`config.mk`:
```
export PLATFORM = sky130hd
export DESIGN_NAME = battery_charge_state_machine_flat
export DESIGN_NICKNAME = d
export VERILOG_FILES = /design/src/bcsm_pkg.sv /design/src/bcsm_stream_if.sv /design/src/battery_charge_state_machine.sv /design/src/bcsm_cfg_regs.sv /design/src/bcsm_fsm.sv /design/src/flat_wrapper.sv
export SDC_FILE = /design/constraint.sdc
export NUM_CORES = 1
export LEC_CHECK = 0
export BUFFER_PORTS_ARGS = -buffer_cell sky130_fd_sc_hd__buf_4
export CAP_MARGIN = 20
export CORE_UTILIZATION = 38
export CTS_CLUSTER_DIAMETER = 50
export DETAILED_ROUTE_END_ITERATION = 8
export GPL_ROUTABILITY_DRIVEN = 0
export MAX_ROUTING_LAYER = met4
export PLACE_DENSITY = 0.66
export SLEW_MARGIN = 20
export SYNTH_ARGS = -nofsm -noshare
export SYNTH_HDL_FRONTEND = slang
export SYNTH_SLANG_ARGS = --single-unit
```
`constraint.sdc`:
```
create_clock -name i_clk -period 9.2 [get_ports i_clk]
set_input_delay 1.84 -clock i_clk [delete_from_list [all_inputs] [get_ports i_clk]]
set_output_delay 1.84 -clock i_clk [all_outputs]
set_load 0.1 [all_outputs]
```
`src/bcsm_pkg.sv`:
```
// Package for the battery charge sequencer: codes, register reset values,
// payload structs and the configuration bundle.
// No dependencies; the design modules and the bench import it.
`timescale 1ns / 1ps

package bcsm_pkg;

    // Field widths fixed by the item format
    localparam int MODE_W   = 2;
    localparam int STATE_W  = 3;
    localparam int CMD_W    = 3;
    localparam int REASON_W = 2;
    localparam int MV_W     = 13;
    localparam int MA_W     = 12;
    localparam int TMR_W    = 32;
    localparam int IVL_W    = 16;
    localparam int DONE_W   = 4;

    // Configuration port
    localparam int CFG_IDX_W  = 3;
    localparam int CFG_DATA_W = 32;

    // Done-tick count before topping off
    localparam int DONE_TICKS_DEF = 10;

    // Full-battery test uses the battery voltage plus one twentieth of it
    localparam int VBAT_DIV   = 20;
    localparam int RECIP_SH   = 16;
    localparam int RECIP_MUL  = ((1 << RECIP_SH) + VBAT_DIV - 1) / VBAT_DIV;
    localparam int RECIP_W    = RECIP_SH - 3;

    // Register reset values
    localparam logic [IVL_W-1:0] LOOP_INTERVAL_RST  = IVL_W'(100);
    localparam logic [MA_W-1:0]  COND_CURRENT_RST   = MA_W'(60);
    localparam logic [MV_W-1:0]  CHARGING_MV_RST    = MV_W'(4200);
    localparam logic [MV_W-1:0]  COND_THRESH_MV_RST = MV_W'(2900);
    localparam logic [MV_W-1:0]  COND_MAX_MV_RST    = MV_W'(3000);
    localparam logic [TMR_W-1:0] COND_TIMEOUT_RST   = TMR_W'(3600000);
    localparam logic [TMR_W-1:0] CHG_TIMEOUT_RST    = TMR_W'(14400000);
    localparam logic [TMR_W-1:0] TOPOFF_PERIOD_RST  = TMR_W'(1800000);

    typedef enum logic [STATE_W-1:0] {
        ST_UNINIT   = 3'd0,
        ST_BROKEN   = 3'd1,
        ST_DISABLED = 3'd2,
        ST_WAITING  = 3'd3,
        ST_COND     = 3'd4,
        ST_CHARGING = 3'd5,
        ST_TOPOFF   = 3'd6
    } t_state;

    typedef enum logic [CMD_W-1:0] {
        RC_NONE   = 3'd0,
        RC_STEP   = 3'd1,
        RC_RESET  = 3'd2,
        RC_COND   = 3'd3,
        RC_CHARGE = 3'd4
    } t_ramp_cmd;

    typedef enum logic [REASON_W-1:0] {
        BR_UNINIT     = 2'd0,
        BR_NO_BATTERY = 2'd1,
        BR_TIMEOUT    = 2'd2
    } t_reason;

    typedef enum logic [MODE_W-1:0] {
        MODE_TICK    = 2'd0,
        MODE_START   = 2'd1,
        MODE_DISABLE = 2'd2
    } t_mode;

    typedef enum logic [CFG_IDX_W-1:0] {
        CFG_LOOP_INTERVAL  = 3'd0,
        CFG_COND_CURRENT   = 3'd1,
        CFG_CHARGING_MV    = 3'd2,
        CFG_COND_THRESH_MV = 3'd3,
        CFG_COND_MAX_MV    = 3'd4,
        CFG_COND_TIMEOUT   = 3'd5,
        CFG_CHG_TIMEOUT    = 3'd6,
        CFG_TOPOFF_PERIOD  = 3'd7
    } t_cfg_idx;

    // One tick item
    typedef struct packed {
        logic [MODE_W-1:0] mode;
        logic              supply_present;
        logic [MV_W-1:0]   battery_voltage;
        logic              die_temp_alarm;
        logic              battery_temp_alarm;
        logic [MA_W-1:0]   programmed_current;
        logic [MA_W-1:0]   ramp_target;
        logic              charger_active;
    } t_tick;

    // One result item
    typedef struct packed {
        logic [STATE_W-1:0]  charger_state;
        logic [CMD_W-1:0]    ramp_command;
        logic                set_threshold;
        logic [REASON_W-1:0] broken_reason;
        logic                status_broken;
    } t_result;

    // Configuration bundle from the register file to the sequencer
    typedef struct packed {
        logic [IVL_W-1:0] loop_interval;
        logic [MA_W-1:0]  cond_current;
        logic [MV_W-1:0]  charging_mv;
        logic [MV_W-1:0]  cond_thresh_mv;
        logic [MV_W-1:0]  cond_max_mv;
        logic [TMR_W-1:0] cond_timeout;
        logic [TMR_W-1:0] chg_timeout;
        logic [TMR_W-1:0] topoff_period;
    } t_cfg;

endpackage

```
`src/bcsm_stream_if.sv`:
```
// Valid/ready stream interface carrying one payload struct per transfer.
// Payload type is set by the instantiating module (bcsm_pkg structs).
`timescale 1ns / 1ps

interface bcsm_stream_if #(
    parameter type T_PAYLOAD = logic
);
    logic     valid;
    logic     ready;
    T_PAYLOAD payload;

    modport source (output valid, output payload, input ready);
    modport sink   (input valid, input payload, output ready);
endinterface

```
`src/battery_charge_state_machine.sv`:
```
// Top level of the Li-ion charge sequencer: tick input register, sequencer,
// result register and configuration registers.
// Depends on bcsm_pkg, bcsm_stream_if, bcsm_cfg_regs and bcsm_fsm.
//
//   Port       Direction  Carries
//   i_tick     sink       one tick or command (t_tick) per transfer
//   o_res      source     one result (t_result) per accepted item
//   i_cfg_*    write      register index and data, no read-back
//
// Every accepted item passes through the input register and gives one result in the result register.
// One item per cycle is taken while o_res is ready: the input register and the result register
// each free up in the cycle the next stage takes their contents.
// Reset (synchronous, active low) empties both registers and puts the
// sequencer in the uninitialised state with the restart flag set.
// A stalled o_res holds the result; i_tick stalls only when both are full.
`timescale 1ns / 1ps

module battery_charge_state_machine
    import bcsm_pkg::*;
#(
    parameter int DONE_TICKS = DONE_TICKS_DEF
) (
    input  logic                  i_clk,
    input  logic                  i_rst_n,
    bcsm_stream_if.sink           i_tick,
    bcsm_stream_if.source         o_res,
    input  logic                  i_cfg_we,
    input  logic [CFG_IDX_W-1:0]  i_cfg_idx,
    input  logic [CFG_DATA_W-1:0] i_cfg_data
);

    t_cfg    cfg;
    t_tick   r_in;
    logic    r_in_vld;
    t_result r_out;
    logic    r_out_vld;
    t_result fsm_res;
    logic    fire;
    logic    in_rdy;

    // Item moves into the sequencer when the result register can take it
    assign fire   = r_in_vld && (!r_out_vld || o_res.ready);
    assign in_rdy = !r_in_vld || fire;

    assign i_tick.ready  = in_rdy;
    assign o_res.valid   = r_out_vld;
    assign o_res.payload = r_out;

    bcsm_cfg_regs u_cfg (
        .i_clk      (i_clk),
        .i_rst_n    (i_rst_n),
        .i_cfg_we   (i_cfg_we),
        .i_cfg_idx  (i_cfg_idx),
        .i_cfg_data (i_cfg_data),
        .o_cfg      (cfg)
    );

    bcsm_fsm #(
        .DONE_TICKS (DONE_TICKS)
    ) u_fsm (
        .i_clk    (i_clk),
        .i_rst_n  (i_rst_n),
        .i_fire   (fire),
        .i_item   (r_in),
        .i_cfg    (cfg),
        .o_result (fsm_res)
    );

    // Valid flags
    always_ff @(posedge i_clk) begin
        if (!i_rst_n) begin
            r_in_vld  <= 1'b0;
            r_out_vld <= 1'b0;
        end else begin
            if (in_rdy) begin
                r_in_vld <= i_tick.valid;
            end
            if (fire) begin
                r_out_vld <= 1'b1;
            end else if (o_res.ready) begin
                r_out_vld <= 1'b0;
            end
        end
    end

    // Payload registers
    always_ff @(posedge i_clk) begin
        if (i_tick.valid && in_rdy) begin
            r_in <= i_tick.payload;
        end
        if (fire) begin
            r_out <= fsm_res;
        end
    end

endmodule

```
`src/bcsm_cfg_regs.sv`:
```
// Configuration register file for the charge sequencer.
// Depends on bcsm_pkg for the index codes, widths and reset values.
`timescale 1ns / 1ps

module bcsm_cfg_regs
    import bcsm_pkg::*;
(
    input  logic                  i_clk,
    input  logic                  i_rst_n,
    input  logic                  i_cfg_we,
    input  logic [CFG_IDX_W-1:0]  i_cfg_idx,
    input  logic [CFG_DATA_W-1:0] i_cfg_data,
    output t_cfg                  o_cfg
);

    t_cfg r_cfg;

    // Register writes, truncated to each register's width
    always_ff @(posedge i_clk) begin
        if (!i_rst_n) begin
            r_cfg.loop_interval  <= LOOP_INTERVAL_RST;
            r_cfg.cond_current   <= COND_CURRENT_RST;
            r_cfg.charging_mv    <= CHARGING_MV_RST;
            r_cfg.cond_thresh_mv <= COND_THRESH_MV_RST;
            r_cfg.cond_max_mv    <= COND_MAX_MV_RST;
            r_cfg.cond_timeout   <= COND_TIMEOUT_RST;
            r_cfg.chg_timeout    <= CHG_TIMEOUT_RST;
            r_cfg.topoff_period  <= TOPOFF_PERIOD_RST;
        end else if (i_cfg_we) begin
            case (t_cfg_idx'(i_cfg_idx))
                CFG_LOOP_INTERVAL:  r_cfg.loop_interval  <= i_cfg_data[IVL_W-1:0];
                CFG_COND_CURRENT:   r_cfg.cond_current   <= i_cfg_data[MA_W-1:0];
                CFG_CHARGING_MV:    r_cfg.charging_mv    <= i_cfg_data[MV_W-1:0];
                CFG_COND_THRESH_MV: r_cfg.cond_thresh_mv <= i_cfg_data[MV_W-1:0];
                CFG_COND_MAX_MV:    r_cfg.cond_max_mv    <= i_cfg_data[MV_W-1:0];
                CFG_COND_TIMEOUT:   r_cfg.cond_timeout   <= i_cfg_data[TMR_W-1:0];
                CFG_CHG_TIMEOUT:    r_cfg.chg_timeout    <= i_cfg_data[TMR_W-1:0];
                CFG_TOPOFF_PERIOD:  r_cfg.topoff_period  <= i_cfg_data[TMR_W-1:0];
                default: begin
                end
            endcase
        end
    end

    assign o_cfg = r_cfg;

endmodule

```
`src/bcsm_fsm.sv`:
```
// Charge sequencer state, timer, done counter and result logic for one tick.
// Depends on bcsm_pkg; fed from the input register, state commits on i_fire.
`timescale 1ns / 1ps

module bcsm_fsm
    import bcsm_pkg::*;
#(
    parameter int DONE_TICKS = DONE_TICKS_DEF
) (
    input  logic    i_clk,
    input  logic    i_rst_n,
    input  logic    i_fire,
    input  t_tick   i_item,
    input  t_cfg    i_cfg,
    output t_result o_result
);

    localparam logic [DONE_W-1:0] DONE_LIMIT = DONE_W'(DONE_TICKS);
    localparam logic [RECIP_W-1:0] RECIP_K   = RECIP_W'(RECIP_MUL);

    t_state              r_state, n_state;
    logic [TMR_W-1:0]    r_timer, n_timer;
    logic                r_restart, n_restart;
    logic [DONE_W-1:0]   r_done, n_done;
    t_reason             r_reason, n_reason;
    logic                n_enter;

    logic                alarm;
    logic                active_st;
    logic [TMR_W:0]      tmr_sum;
    logic [TMR_W-1:0]    tmr_adv;
    logic [TMR_W-1:0]    tmr_cur;
    logic [MV_W+RECIP_W-1:0] vbat_prod;
    logic [MV_W:0]       vbat_ext;
    logic                vbat_full;
    logic [DONE_W-1:0]   done_inc;
    logic                done_ok;
    logic                done_hit;
    t_ramp_cmd           cmd;
    logic                thr;
    logic                broke;

    // Shared conditions
    assign alarm     = i_item.die_temp_alarm | i_item.battery_temp_alarm;
    assign active_st = (r_state == ST_COND) || (r_state == ST_CHARGING) ||
                       (r_state == ST_TOPOFF);

    // Saturating timer advance; charging states hold it during an alarm
    assign tmr_sum = {1'b0, r_timer} + (TMR_W+1)'(i_cfg.loop_interval);
    assign tmr_adv = tmr_sum[TMR_W] ? {TMR_W{1'b1}} : tmr_sum[TMR_W-1:0];
    assign tmr_cur = (active_st && alarm) ? r_timer : tmr_adv;

    // Voltage plus a twentieth, by reciprocal multiply (exact for 13 bits)
    assign vbat_prod = (MV_W+RECIP_W)'(i_item.battery_voltage) *
                       (MV_W+RECIP_W)'(RECIP_K);
    assign vbat_ext  = (MV_W+1)'(i_item.battery_voltage) +
                       (MV_W+1)'(vbat_prod[MV_W+RECIP_W-1:RECIP_SH]);
    assign vbat_full = vbat_ext >= (MV_W+1)'(i_cfg.charging_mv);

    // Done test
    assign done_inc = r_done + DONE_W'(1);
    assign done_ok  = (i_item.programmed_current >= i_item.ramp_target) &&
                      !i_item.charger_active;
    assign done_hit = done_ok && (done_inc >= DONE_LIMIT);

    // Next state
    always_comb begin
        n_state   = r_state;
        n_timer   = r_timer;
        n_restart = r_restart;
        n_done    = r_done;
        n_reason  = r_reason;
        n_enter   = 1'b0;
        case (i_item.mode)
            MODE_START: begin
                n_state = ST_WAITING;
                n_enter = 1'b1;
            end
            MODE_DISABLE: begin
                n_state = ST_DISABLED;
                n_enter = 1'b1;
            end
            MODE_TICK: begin
                n_timer = tmr_cur;
                case (r_state)
                    ST_WAITING: begin
                        if (i_item.supply_present && (r_restart || !vbat_full)) begin
                            n_restart = 1'b0;
                            n_enter   = 1'b1;
                            n_state   = (i_item.battery_voltage < i_cfg.cond_thresh_mv) ?
                                        ST_COND : ST_CHARGING;
                        end
                    end
                    ST_COND: begin
                        if (!i_item.supply_present) begin
                            n_state = ST_WAITING;
                            n_enter = 1'b1;
                        end else if (i_item.battery_voltage > i_cfg.cond_max_mv &&
                                     i_item.programmed_current < i_cfg.cond_current) begin
                            n_reason = BR_NO_BATTERY;
                            n_state  = ST_BROKEN;
                            n_enter  = 1'b1;
                        end else if (i_item.battery_voltage >= i_cfg.cond_max_mv) begin
                            n_state = ST_CHARGING;
                            n_enter = 1'b1;
                        end else if (tmr_cur >= i_cfg.cond_timeout) begin
                            n_reason = BR_TIMEOUT;
                            n_state  = ST_BROKEN;
                            n_enter  = 1'b1;
                        end
                    end
                    ST_CHARGING: begin
                        if (!i_item.supply_present) begin
                            n_state = ST_WAITING;
                            n_enter = 1'b1;
                        end else begin
                            n_done = (done_ok && !done_hit) ? done_inc : '0;
                            if (done_hit) begin
                                n_state = ST_TOPOFF;
                                n_enter = 1'b1;
                            end else if (tmr_cur >= i_cfg.chg_timeout) begin
                                n_reason = BR_TIMEOUT;
                                n_state  = ST_BROKEN;
                                n_enter  = 1'b1;
                            end
                        end
                    end
                    ST_TOPOFF: begin
                        if (!i_item.supply_present || tmr_cur >= i_cfg.topoff_period) begin
                            n_state = ST_WAITING;
                            n_enter = 1'b1;
                        end
                    end
                    default: begin
                    end
                endcase
            end
            default: begin
            end
        endcase
        // Any state entry restarts the timer
        if (n_enter) begin
            n_timer = '0;
        end
    end

    // Result fields
    always_comb begin
        cmd   = RC_NONE;
        thr   = 1'b0;
        broke = 1'b0;
        if (n_enter) begin
            case (n_state)
                ST_COND:     cmd = (i_cfg.cond_current != '0) ? RC_COND : RC_RESET;
                ST_CHARGING: cmd = RC_CHARGE;
                ST_TOPOFF:   cmd = RC_CHARGE;
                default:     cmd = RC_RESET;
            endcase
            thr   = (n_state == ST_CHARGING);
            broke = (n_state == ST_BROKEN);
        end else if (i_item.mode == MODE_TICK && active_st) begin
            cmd = RC_STEP;
        end
        // Charging with supply programs the stop threshold every tick
        if (i_item.mode == MODE_TICK && r_state == ST_CHARGING && i_item.supply_present) begin
            thr = 1'b1;
        end
    end

    assign o_result.charger_state = n_state;
    assign o_result.ramp_command  = cmd;
    assign o_result.set_threshold = thr;
    assign o_result.broken_reason = n_reason;
    assign o_result.status_broken = broke;

    // State registers
    always_ff @(posedge i_clk) begin
        if (!i_rst_n) begin
            r_state   <= ST_UNINIT;
            r_timer   <= '0;
            r_restart <= 1'b1;
            r_done    <= '0;
            r_reason  <= BR_UNINIT;
        end else if (i_fire) begin
            r_state   <= n_state;
            r_timer   <= n_timer;
            r_restart <= n_restart;
            r_done    <= n_done;
            r_reason  <= n_reason;
        end
    end

`ifndef NO_ASSERTIONS
    // Done counter never holds the limit itself
    a_done_below: assert property (@(posedge i_clk) disable iff (!i_rst_n)
        r_done < DONE_LIMIT)
        else $error("done counter reached its limit without clearing");

    // A start command lands in waiting with a cleared timer
    a_start: assert property (@(posedge i_clk) disable iff (!i_rst_n)
        (i_fire && i_item.mode == MODE_START) |=> (r_state == ST_WAITING && r_timer == '0))
        else $error("start command did not enter waiting");

    // Entering broken always records a reason and clears the timer
    a_broken: assert property (@(posedge i_clk) disable iff (!i_rst_n)
        (i_fire && broke) |=> (r_state == ST_BROKEN && r_reason != BR_UNINIT &&
                               r_timer == '0))
        else $error("broken entry without reason or timer clear");

    // Restart flag only ever falls, and only out of waiting
    a_restart: assert property (@(posedge i_clk) disable iff (!i_rst_n)
        $fell(r_restart) |-> $past(r_state) == ST_WAITING)
        else $error("restart flag cleared outside waiting");
`endif

endmodule

```
`src/flat_wrapper.sv`:
```
// flat-port wrapper written by rule: the top's interface ports become plain ports
module battery_charge_state_machine_flat import bcsm_pkg::*;
#(
    parameter int DONE_TICKS = DONE_TICKS_DEF
)
  (i_clk, i_rst_n, i_cfg_we, i_cfg_idx, i_cfg_data, i_tick_valid, i_tick_payload, i_tick_ready, o_res_valid, o_res_payload, o_res_ready);
  bcsm_stream_if #(.T_PAYLOAD(t_tick)) i_tick_i ();
  bcsm_stream_if #(.T_PAYLOAD(t_result)) o_res_i ();
  input  logic i_clk;
  input  logic i_rst_n;
  input  logic i_cfg_we;
  input  logic [CFG_IDX_W-1:0] i_cfg_idx;
  input  logic [CFG_DATA_W-1:0] i_cfg_data;
  input wire logic [$bits(i_tick_i.valid)-1:0] i_tick_valid;
  input wire logic [$bits(i_tick_i.payload)-1:0] i_tick_payload;
  output wire logic [$bits(i_tick_i.ready)-1:0] i_tick_ready;
  output wire logic [$bits(o_res_i.valid)-1:0] o_res_valid;
  output wire logic [$bits(o_res_i.payload)-1:0] o_res_payload;
  input wire logic [$bits(o_res_i.ready)-1:0] o_res_ready;
  assign i_tick_i.valid = i_tick_valid;
  assign i_tick_i.payload = i_tick_payload;
  assign i_tick_ready = i_tick_i.ready;
  assign o_res_valid = o_res_i.valid;
  assign o_res_payload = o_res_i.payload;
  assign o_res_i.ready = o_res_ready;
  battery_charge_state_machine #(.DONE_TICKS(DONE_TICKS)) u_core (.i_clk(i_clk), .i_rst_n(i_rst_n), .i_tick(i_tick_i), .o_res(o_res_i), .i_cfg_we(i_cfg_we), .i_cfg_idx(i_cfg_idx), .i_cfg_data(i_cfg_data));
endmodule
```
# Word-level counts from Yosys, hierarchy flattened
# Cells that the tools add are included.
[totals]
reg_bits = 260
output_inout_bits = 12
in_bits = 83
elab_cells = 145
[classes]
bitwise = 1
eq_ne = 17
mul = 1
n_reduce_logical = 41
n_addsub = 3
n_lt_le_gt_ge = 10
n_mux = 44
[op_table]
columns = ["op", "count"]
rows = [
  ["2-to-1 mux 32 bit", 4],
  ["greater-or-equal comparator 32 bit", 3],
  ["adder 32 x 16 -> 33 bit", 1],
  ["equality test 3 bit, second input constant", 10],
  ["2-to-1 mux 3 bit", 10],
  ["multiplier 13 x 12 -> 25 bit, second input constant", 1],
  ["AND reduction 2 bit", 9],
  ["2-to-1 mux 2 bit", 8],
  ["2-to-1 mux 1 bit", 15],
  ["adder 13 x 9 -> 14 bit", 1],
  ["greater-or-equal comparator 14 x 13 -> 1 bit", 1],
  ["greater-or-equal comparator 13 bit", 1],
  ["greater-than comparator 13 bit", 1],
  ["< comparator 13 bit", 1],
  ["greater-or-equal comparator 12 bit", 1],
  ["< comparator 12 bit", 1],
  ["case mux 3 bit (4 select lines)", 1],
  ["nonzero test 12 bit", 1],
  ["logical AND 1 bit", 11],
  ["equality test 3 x 2 -> 1 bit, second input constant", 3],
  ["case mux 3 bit (3 select lines)", 1],
  ["AND reduction 4 bit", 2],
  ["equality test 3 x 1 -> 1 bit, second input constant", 2],
  ["logical NOT 1 bit", 6],
  ["other kinds (15)", 22],
]

# Longest topological paths before layout
[logic_depth]
word_depth = 16
depth_mapped = 42
depth_no_buf = 40

# Modules after synthesis
# A second synthesis with hierarchy kept.
[unflattened]
hier_cells = 2004
area_unflattened_um2 = 18450.2
[modules_own_cells]
columns = ["module", "area_per_inst_um2", "cells_per_inst", "seq_area_each_um2", "n_inst"]
rows = [
  ["bcsm_fsm", 10502.6, 1341, 840.8, 1],
  ["bcsm_cfg_regs", 6252.2, 601, 3263.1, 1],
  ["battery_charge_state_machine", 1695.4, 62, 1631.6, 1],
]

# Worst setup path before layout
# OpenSTA, ideal clock, no wires.
[synth_timing]
path_type = "flip-flop to flip-flop"
start = "register u_core.r_in[28] in the netlist's numbering"
end = "register u_core.u_fsm.r_timer[17]"
path_stages_with_launch = 36
setup_slack_ps = 1335
synth_period_minus_slack_ps = 7865
t_arrival_ps = 7749
path_buffers = 2
cell_sequence = "edfxtp_1 ha_1 xor2_1 ha_1 fa_1 fa_1 inv_1 fa_1 inv_1 ha_1 nor2b_1 o21ai_0 nand2_1 o22a_1 a41o_1 o41ai_1 o21ai_0 a21o_1 xnor2_1 ha_1 nand2_1 o21ai_0 nand2_1 xnor2_1 ha_1 nor3_1 o21ai_0 a21oi_1 o21ai_0 a22oi_1 and3_1 a211oi_2 o2111a_1 buf_6 buf_6 a22o_1"
[synth_between]
elab_chain_len = 11
word_cells_on_any_way = 18
[synth_lines]
columns = ["item", "line_no", "rtl"]
rows = [
  ["start, declared", "battery_charge_state_machine.sv:33", "t_tick r_in;"],
  ["start signal, assigned", "battery_charge_state_machine.sv:89", "r_in <= i_tick.payload;"],
  ["multiplier 13 x 12 -> 25 bit", "bcsm_fsm.sv:54", "assign vbat_prod = (MV_W+RECIP_W)'(i_item.battery_voltage) *"],
  ["adder 13 x 9 -> 14 bit", "bcsm_fsm.sv:56", "assign vbat_ext = (MV_W+1)'(i_item.battery_voltage) +"],
  ["greater-or-equal comparator 14 x 13 -> 1 bit", "bcsm_fsm.sv:58", "assign vbat_full = vbat_ext >= (MV_W+1)'(i_cfg.charging_mv);"],
  ["logical NOT 1 bit", "bcsm_fsm.sv:87", "if (i_item.supply_present && (r_restart || !vbat_full)) begin"],
  ["logical OR 1 bit", "bcsm_fsm.sv:87", ""],
  ["logical AND 1 bit", "bcsm_fsm.sv:87", ""],
  ["2-to-1 mux 1 bit", "bcsm_fsm.sv:87", ""],
  ["case mux 1 bit (4 select lines) *", "bcsm_fsm.sv:85", "case (r_state)"],
  ["case mux 1 bit (2 select lines) *", "bcsm_fsm.sv:74", "case (i_item.mode)"],
  ["nonzero test 2 bit (no source line)", "--", ""],
  ["AND reduction 2 bit (no source line)", "--", ""],
  ["end signal, assigned", "bcsm_fsm.sv:186", "r_timer <= n_timer;"],
  ["end, declared", "bcsm_fsm.sv:22", "logic [TMR_W-1:0] r_timer, n_timer;"],
]
# Mark *: on every way between the ends. The rest lies on a longest branch, timed or not.
# A chain may end at the register's enable or synchronous reset.

==> flow_metrics.tcl <==
set metrics [dict create \
    outcome "complete, no violations" \
    seqPwrFrac 0.301 \
    die_y_um 219 \
    cts_tree "yes" \
    htreeDepth 1 \
    grt_use_total 0.198 \
    critPathMaxStageDelay_ps 550 \
    crit_type "register to register" \
    grt_pass1_wl_um 74200 \
    drive_gt1_frac 0.0892 \
    antenna_found_initial 1 \
    pin_count 95 \
    finalSetupTns_ps 0 \
    syn_nets 2464 \
    vias 14470 \
    clock_latency_ps 570 \
    nets 2539 \
    rsz0062_at_grt "no" \
    dieArea_um2 47800 \
    crit_path_frequent_cell "ha_1" \
    yosysTopAreaCell "dfxtp_1" \
    hold_viol_final 0 \
    yosysSeqAreaShare 0.321 \
    cts_buffers 31 \
    wl_um 45400 \
    syn_avg_cell_area_um2 8.68 \
    p_leak_nw 9.00 \
    startpoint_type "register" \
    yosys.area.top_type_share 0.232 \
    synth_area_leaders "dfxtp_1, ha_1, edfxtp_1" \
    synth_compound_area_frac 0.184 \
    coreArea_um2 46500 \
    postCtsHoldBufs 0 \
    fin_crit_sh 0.936 \
    post-place-cells 2698 \
    fillCellCount 4507 \
    cp_max_fo 9 \
    grt_max_degree 123 \
    synth_xor_area_frac 0.0231 \
    period_minus_slack_ps 8610 \
    cpMaxStageDelayCell "edfxtp_1" \
    synth_cell_types 72 \
    synth_edf_count 53 \
    p_per_area_nw_per_um2 200 \
    arrival_ps 8930 \
    final_antenna_net_count 0 \
    r2r-start "u_core.r_in[28]" \
    die_w_um 219 \
    ys_ff_latch 260 \
    switchingPower_mw 1.41 \
    critPathLaunch "u_core.r_in[28]" \
    area_growth_pct 13.9 \
    dp_hpwl_um 34000 \
    synthesis.area_um2 17900 \
    setup_violations 0 \
    cp-end-kind "register" \
    required_ps 9520 \
    max-vdd-ir-drop_uv 163 \
    start_util 0.384 \
    synthAdderAreaFrac 0.246 \
    cts_sinks 260 \
    p_int_mw 2.65 \
    synthFlopType "dfxtp_1" \
    synth_top_family_by_area "adder cells" \
    wl_per_cell_um 16.5 \
    slew_headroom 0.283 \
    drcViolationCount 0 \
    setup_slack_ps 589 \
    maxSlewViolCount 0 \
    clkTransAtPathRegs_ps 60 \
    ys_async_sr_fraction 0 \
    swShare 0.348 \
    postSynthCellCount 2056 \
    grt_overflow 0 \
    p_clk_frac 0.313 \
    maxCapViolations 0 \
    max_freq_mhz 116 \
    post-place-ws_ps 477 \
    drtPass1Iterations 5 \
    drt_iter0_drc 808 \
    p_comb_frac 0.386 \
    skew_ps 10.1 \
    clock_path_buffers 3 \
    layout.cells.non_filler 2760 \
    hp-start "u_core.u_cfg.o_cfg[88]" \
    synth-simple-area-share 0.148 \
    yosysWarnings 0 \
    root_buffer "clkbuf_16" \
    via_per_inst 5.24 \
    synth_mux_area_frac 0.00189 \
    first_global_vias 14354 \
    timing_worst_slew_pin_value_ps 1070 \
    io_buffers 94 \
    fp-row-count 79 \
    worstHoldPathType "register to register" \
    totalPowerFinal_mw 4.06 \
]
layout make-up:
class / count / area, um^2 / area share
diodes: 1 / 2.50 / 0.000123
clock inverters: 13 / 158 / 0.00775
flip-flops and latches: 260 / 5740 / 0.282
clock buffers: 41 / 911 / 0.0448
well taps: 607 / 759 / 0.0374
repair buffers: 118 / 942 / 0.0463
multi-input cells: 1452 / 10800 / 0.532
inverters: 268 / 1010 / 0.0495
synth_stat cells (5+ instances only):
| master | n |
|---|---|
| nand2b_1 | 6 |
| nor2b_1 | 27 |
| fa_1 | 44 |
| a211oi_1 | 16 |
| inv_1 | 267 |
| or3_1 | 5 |
| nor3_1 | 32 |
| xnor2_1 | 30 |
| a2111oi_0 | 5 |
| a21oi_1 | 81 |
| nand2_1 | 360 |
| nand3_1 | 39 |
| or4_1 | 5 |
| o21ai_0 | 65 |
| and4_1 | 5 |
| edfxtp_1 | 53 |
| a21o_1 | 26 |
| and2_1 | 8 |
| a41oi_1 | 5 |
| clkbuf_1 | 56 |
| o211ai_1 | 66 |
| a31oi_1 | 7 |
| o21a_1 | 14 |
| a21boi_0 | 109 |
| nor4_1 | 5 |
| xor2_1 | 17 |
| ha_1 | 281 |
| o21bai_1 | 6 |
| clkbuf_2 | 12 |
| a22o_1 | 22 |
| o22a_1 | 17 |
| dfxtp_1 | 207 |
| nor2_1 | 73 |
| nand4_1 | 24 |
critical path: cells and delay by family (launching register included):
| family | cells | cell delay [ps] |
|---|---|---|
| fa+ha+maj | 8 | 3180 |
| flops | 1 | 550 |
| simple gates | 6 | 650 |
| xor+xnor | 4 | 670 |
| compound gates | 14 | 3040 |
| buf+inv | 3 | 270 |
metrics by stage:
step	hold WS, ps	utilization	cell area (um^2)
2_1_floorplan	434	-	17900
3_3_place_gp	443	0.412	19100
3_5_place_dp	457	0.412	19200
4_1_cts	465	0.435	20200
5_1_grt	485	0.438	20300
6_report	461	0.438	20300
sequential cells by signal, indices dropped and copies added (netlist names), 2 cells and up:
name,count
u_core.u_cfg.o_cfg,163
u_core.r_in,43
u_core.u_fsm.r_timer,32
u_core.o_res.payload,10
u_core.u_fsm.r_done,4
u_core.u_fsm.r_state,3
u_core.u_fsm.r_reason,2
path summary, 6_finish.rpt:
path | endpoint | slack, ps | cells past startpoint
max | u_core.o_res.payload[6] | 590 | 35
min | u_core.u_cfg.o_cfg[88] | 460 | 2
max reg2reg | u_core.o_res.payload[6] | 590 | 35
min reg2reg | u_core.u_cfg.o_cfg[88] | 460 | 2
per-layer routing:
layer / global-route usage / vias to the layer above / share of wire
li1: - / 7232 / -
met1: 0.266 / 6828 / 0.47
met2: 0.315 / 339 / 0.45
met3: 0.0242 / 71 / 0.048
met4: 0.0512 / 0 / 0.022
met5: - / - / 0
timing repair:
action                                  in CTS  in global routing
resized for setup                            0                  3
endpoints found under the setup margin       0                 27
setup buffers                                0                  5
cell families after synthesis:
kind of cell	count (synthesis)
XOR/XNOR	47
AND/OR/NAND/NOR	603
AO/OA/AOI/OAI	474
multiplexers	3
flip-flops	260
adder cells (fa/ha/maj)	325
buffers and inverters	344
power by group through the flow:
stage | clock [mW] | combinational, mW | sequential (mW)
6_report | 1.27 | 1.57 | 1.22
5_1_grt | 1.34 | 1.80 | 1.22
4_1_cts | 1.30 | 1.57 | 1.22
3_5_place_dp | 0 | 1.56 | 1.25
3_3_place_gp | 0 | 1.50 | 1.25
2_1_floorplan | 0 | 1.13 | 1.26
placed cells by master, fill, tap and decap left out, types with 26 or more instances in the layout:
master,synthesis,layout
nand2_1,360,360
inv_1,267,267
a21boi_0,109,109
a21oi_1,81,81
ha_1,281,281
o21ai_0,65,63
fa_1,44,44
dfxtp_1,207,207
clkbuf_16,0,34
nor2b_1,27,26
o211ai_1,66,66
nor2_1,73,69
nand3_1,39,39
xnor2_1,30,30
buf_4,0,113
edfxtp_1,53,53
a21o_1,26,26
nor3_1,32,30
No activity file was read; power rests on OpenSTA's default activity.
